**config.mk**
```make
export PLATFORM = sky130hd
export DESIGN_NAME = mdfs_ctrl
export DESIGN_NICKNAME = d
export VERILOG_FILES = /design/src/design/mdfs_pkg.sv /design/src/design/mdfs_ctrl.sv
export SDC_FILE = /design/constraint.sdc
export NUM_CORES = 1
export LEC_CHECK = 0
export ABC_AREA = 1
export BUFFER_PORTS_ARGS = -buffer_cell sky130_fd_sc_hd__buf_2
export CORE_AREA = 3 3 40 42
export CTS_CLUSTER_SIZE = 20
export DETAILED_ROUTE_END_ITERATION = 8
export DIE_AREA = 0 0 43 45
export GPL_TIMING_DRIVEN = 0
export HOLD_SLACK_MARGIN = 0.12
export MAX_ROUTING_LAYER = met4
export PLACE_DENSITY = 0.6
export SLEW_MARGIN = 40
export SYNTH_ARGS = -nofsm -noshare
export SYNTH_HDL_FRONTEND = slang
export SYNTH_SLANG_ARGS = --single-unit
```
**constraint.sdc**
```tcl
create_clock -name clk_i -period 1.38 [get_ports clk_i]
set_input_delay 0.207 -clock clk_i [delete_from_list [all_inputs] [get_ports clk_i]]
set_output_delay 0.207 -clock clk_i [all_outputs]
set_load 0.05 [all_outputs]
```
**src/design/mdfs_pkg.sv**
```systemverilog
package mdfs_pkg;

  // Field and register widths
  localparam int unsigned CHAN_W     = 8;
  localparam int unsigned PIX_W      = 3 * CHAN_W;
  localparam int unsigned SUM_W      = 24;
  localparam int unsigned SIDE_W     = 9;
  localparam int unsigned TOL_W      = 10;
  localparam int unsigned DIST_W     = 10;
  localparam int unsigned IDX_W      = 16;
  localparam int unsigned CFG_IDX_W  = 2;
  localparam int unsigned CFG_DATA_W = 10;

  // Mean division: one quotient bit per step over the whole sum
  localparam int unsigned DIV_STEPS = SUM_W;
  localparam int unsigned DIV_CNT_W = 5;

  localparam logic [SIDE_W-1:0] SIDE_MAX   = 9'd256;
  localparam logic [SIDE_W-1:0] SIDE_MIN   = 9'd1;
  localparam logic [SIDE_W-1:0] SIDE_RESET = 9'd256;
  localparam logic [TOL_W-1:0]  TOL_RESET  = 10'd0;

  typedef enum logic [CFG_IDX_W-1:0] {
    CFG_FRAME_WIDTH  = 2'd0,
    CFG_FRAME_HEIGHT = 2'd1,
    CFG_TOLERANCE    = 2'd2
  } cfg_idx_e;

  localparam logic KIND_LOAD  = 1'b0;
  localparam logic KIND_FETCH = 1'b1;

  localparam logic STATUS_OK        = 1'b0;
  localparam logic STATUS_NOT_READY = 1'b1;

  // Controller -> datapath
  typedef struct packed {
    logic load;       // store pixel, update sums and count
    logic restart;    // load discards the frame being read out
    logic div_start;  // load the dividers with the new sums
    logic div_step;   // one quotient bit
    logic fetch;      // read store at the read position
    logic emit;       // fill the output register
    logic emit_ok;    // emitted transaction is a real classification
    logic advance;    // step the read position
    logic clear;      // end of read-out, clear the frame
  } cmd_t;

  // Datapath -> controller
  typedef struct packed {
    logic frame_done; // the pixel being loaded completes the frame
    logic div_last;   // final division step
    logic last_pix;   // read position is the last pixel of the frame
  } sts_t;

endpackage

```
**src/design/mdfs_ctrl.sv**
```systemverilog
module mdfs_ctrl (
  input  logic           clk_i,
  input  logic           rst_ni,
  input  logic           in_valid_i,
  output logic           in_stall_o,
  input  logic           kind_i,
  input  logic           out_stall_i,
  output logic           out_valid_o,
  input  mdfs_pkg::sts_t sts_i,
  output mdfs_pkg::cmd_t cmd_o
);

  typedef enum logic [2:0] {
    ST_IDLE   = 3'b001,
    ST_FETCH  = 3'b010,
    ST_DIVIDE = 3'b100
  } state_e;

  state_e         state_q, state_d;
  logic           phase_q, phase_d;      // 1 while a frame is being read out
  logic           fetch_ok_q, fetch_ok_d;
  logic           out_valid_q, out_valid_d;
  logic           accept;
  mdfs_pkg::cmd_t cmd;

  assign accept = in_valid_i && (state_q == ST_IDLE);

  always_comb begin
    state_d    = state_q;
    phase_d    = phase_q;
    fetch_ok_d = fetch_ok_q;
    cmd        = '0;
    case (state_q)
      ST_IDLE: begin
        if (accept) begin
          if (kind_i == mdfs_pkg::KIND_LOAD) begin
            cmd.load    = 1'b1;
            cmd.restart = phase_q;
            phase_d     = 1'b0;
            if (sts_i.frame_done) begin
              cmd.div_start = 1'b1;
              state_d       = ST_DIVIDE;
            end
          end else begin
            cmd.fetch  = 1'b1;
            fetch_ok_d = phase_q;
            state_d    = ST_FETCH;
          end
        end
      end
      ST_FETCH: begin
        // wait here until the output register is free
        if (!out_valid_q || !out_stall_i) begin
          cmd.emit    = 1'b1;
          cmd.emit_ok = fetch_ok_q;
          if (fetch_ok_q) begin
            if (sts_i.last_pix) begin
              cmd.clear = 1'b1;
              phase_d   = 1'b0;
            end else begin
              cmd.advance = 1'b1;
            end
          end
          state_d = ST_IDLE;
        end
      end
      ST_DIVIDE: begin
        cmd.div_step = 1'b1;
        if (sts_i.div_last) begin
          phase_d = 1'b1;
          state_d = ST_IDLE;
        end
      end
      default: begin
        state_d = ST_IDLE;
      end
    endcase
    out_valid_d = cmd.emit || (out_valid_q && out_stall_i);
  end

  always_ff @(posedge clk_i or negedge rst_ni) begin
    if (!rst_ni) begin
      state_q     <= ST_IDLE;
      phase_q     <= 1'b0;
      fetch_ok_q  <= 1'b0;
      out_valid_q <= 1'b0;
    end else begin
      state_q     <= state_d;
      phase_q     <= phase_d;
      fetch_ok_q  <= fetch_ok_d;
      out_valid_q <= out_valid_d;
    end
  end

  assign in_stall_o  = (state_q != ST_IDLE);
  assign out_valid_o = out_valid_q;
  assign cmd_o       = cmd;

endmodule

```
==> impl_metrics.ini <==
[timing]
finalSetupViolCount = 11
relSlewSlack_pct = 80.07
finalCritPeriodShare_pct = 114.9
hold_viol = 0
setup_slack_ps = -206.2
slew_viol_final = 0
max_freq_mhz = 630.4
min_period_ps = 1586
max_slew.worst_pin.slew_ps = 298.7
finClkSkew_ps = 2.053
grt_setup_unrepaired = true

[clocking]
numCtsBuffers = 3
h-tree-depth = 1
path_clk_slew_ps = 50
clk_latency_ps = 250
cts.sinks = 6
root_buffer = clkbuf_4
clockBufferDepth = 2
cts_tree = built

[global_route]
grt_max_degree = 7
grt_first_pass_wirelength_mm = 2.042
antenna_found_initial = 0
grt_usage_pct = 14.75
overflow = 0
grt_pass1_vias = 490

[floorplanning]
ios = 19
core_sq_um = 1285
start_util_pct = 31.26
die_area_sq_um = 1935
die-width_microns = 43
row_count = 13
die_h_microns = 45

[logic_synthesis]
synth-seq-area-share_pct = 37.69
syn_inst = 57
syn_nets = 65
synth_area_sq_um = 401.6
syn_area_per_cell_sq_um = 7.046
synth_warnings = 0
yosys.cell_types.count = 18
ys_seq_elements = 6

[detailed_routing]
drc = 0
ant_nets = 0
num_vias = 474
wl_per_cell_microns = 11.51
firstDrtPassIters = 4
vias_per_cell = 4.693
first_iter_violations = 4
routed_wl_mm = 1.163

[worst_setup_path]
critical_path.endpoint = cmd_o[7]
crit_start = state_q[0]$_DFFE_PN1P_
start_kind = register
reg2reg_depth = 9
rr_startpoint = state_q[0]$_DFFE_PN1P_
end_kind = output port
path_max_fanout = 4
required_ps = 1170
crit_arrival_ps = 1380
rrSetupSlack_ps = -50
worstSetupPathType = reg2out
timing.rr.end = phase_q$_DFFE_PN0P_

[power]
ir_worst_vdd_uv = 621.7
powerDensity_nw_per_um2 = 917.0
p_leak_nw = 0.3708

[place]
placed_cells = 90
hpwl_microns = 816.5
portBuffers = 18
gp_congestion = 0.7808
pre_cts_slack_ps = -114.3

[cells_and_area]
utilization_pct = 61.15
fin_nets = 95
drive_gt1_share_pct = 61.63
syn2layout_area_growth_pct = 95.64
fill_cells = 131
final-instance-count-excl-fill = 101
diodes = 0

[run]
cap_violations = 0

[outcome]
status = finished, violations left
failed_checks = setup timing

[hold_path]
hold_depth = 3
hold_path.class = in2reg
-- sequential cells by signal, indices dropped and copies added, names as in the netlist --
signal,flops
out_valid_o,1
fetch_ok_q,1
phase_q,1
state_q,3
-- synthesized netlist by cell type (all sizes together) --
cell | n | area (sq um)
a31oi | 1 | 6.260
buf | 1 | 7.510
clkinv | 1 | 3.750
dfrtp | 5 | 125.1
dfstp | 1 | 26.28
inv | 11 | 41.29
nand2 | 13 | 53.80
nand3 | 6 | 45.04
nand3b | 1 | 7.510
nand4 | 1 | 6.260
nor2 | 11 | 51.30
nor3 | 1 | 5.000
nor4 | 2 | 12.51
o21ai | 2 | 10.01
-- per-stage QoR --
stage	power, W	setup TNS (ps)	instance area (sq um)	hold WS, ps
floorplan	0.0004045	-707.0	500.5	-88.59
global placement	0.0004566	-342.1	609.3	34.15
detailed placement	0.0004594	-402.8	609.3	36.32
CTS	0.0006971	-1432	763.2	212.4
global route	0.0007606	-2175	785.8	231.1
finish	0.0007205	-1589	785.8	207.0
-- cells in the final DEF, fill, tap and decap left out --
| master | n |
|---|---|
| a31oi_1 | 1 |
| buf_2 | 8 |
| buf_4 | 6 |
| buf_6 | 6 |
| buf_8 | 5 |
| clkbuf_1 | 1 |
| clkbuf_4 | 3 |
| clkinv_2 | 1 |
| clkinvlp_4 | 2 |
| dfrtp_1 | 4 |
| dfrtp_2 | 1 |
| dfstp_2 | 1 |
| dlygate4sd3_1 | 1 |
| inv_1 | 5 |
| inv_2 | 2 |
| inv_4 | 2 |
| nand2_1 | 10 |
| nand2_2 | 2 |
| nand2_4 | 1 |
| nand3_1 | 3 |
| nand3_4 | 3 |
| nand3b_1 | 1 |
| nand4_1 | 1 |
| nor2_1 | 4 |
| nor2_2 | 4 |
| nor2_4 | 3 |
| nor3_4 | 1 |
| nor4_4 | 2 |
| o21ai_1 | 2 |
-- cell type report --
type                       instances  area [sq um]  area share, %
buffer                             1         7.507         0.9554
clock buffer                       4         26.28          3.344
inverter                          12         58.81          7.484
multi-input combinational         38         291.5          37.10
sequential                         6         152.6          19.43
tap                               15         18.77          2.389
timing repair buffer              25         230.2          29.30
-- critical path: stages, from the launching register on --
cell     delay [ps]
dfstp_2         560
nand3_4         100
nor2_4          120
nand2_4          90
nor2_4          100
buf_8           150
-- worst min path at each step --
stage | start | endpoint
detailed placement | rst_ni | phase_q$_DFFE_PN0P_
global placement | rst_ni | phase_q$_DFFE_PN0P_
CTS | out_stall_i | out_valid_o$_DFF_PN0_
finish | out_stall_i | out_valid_o$_DFF_PN0_
global route | out_stall_i | out_valid_o$_DFF_PN0_
floorplan | rst_ni | fetch_ok_q$_DFFE_PN0P_
-- per-layer routing --
| metal | track usage (%) | routed length (microns) | vias up |
|---|---|---|---|
| li1 | - | - | 236 |
| met1 | 15.20 | 413 | 219 |
| met2 | 26.35 | 669 | 15 |
| met3 | 2.390 | 57 | 4 |
| met4 | 9.036 | 23 | 0 |
| met5 | - | 0 | - |
-- where the power goes --
| group | total [W] | internal [W] | switching (W) |
|---|---|---|---|
| registers | 0.000210 | 0.000195 | 0.0000151 |
| clock network | 0.000182 | 0.000110 | 0.0000720 |
| logic | 0.000328 | 0.000128 | 0.000200 |
-- logic make-up (layout without fill, tap and decap cells) --
family	count (synthesis)	after routing	share of synthesized area [%]
AND/OR/NAND/NOR	35	35	45.17
buffers and inverters	13	42	13.08
flip-flops	6	6	37.70
AO/OA/AOI/OAI	3	3	4.051
-- what timing repair did --
item,CTS,global route
hold endpoints to repair,6,0
gates cloned,0,0
setup buffers,5,1
setup endpoints to repair,10,11
resized for setup,24,4
pin swaps,3,0
hold buffers,1,0
Note: power is estimated with default switching activity, not from simulation.
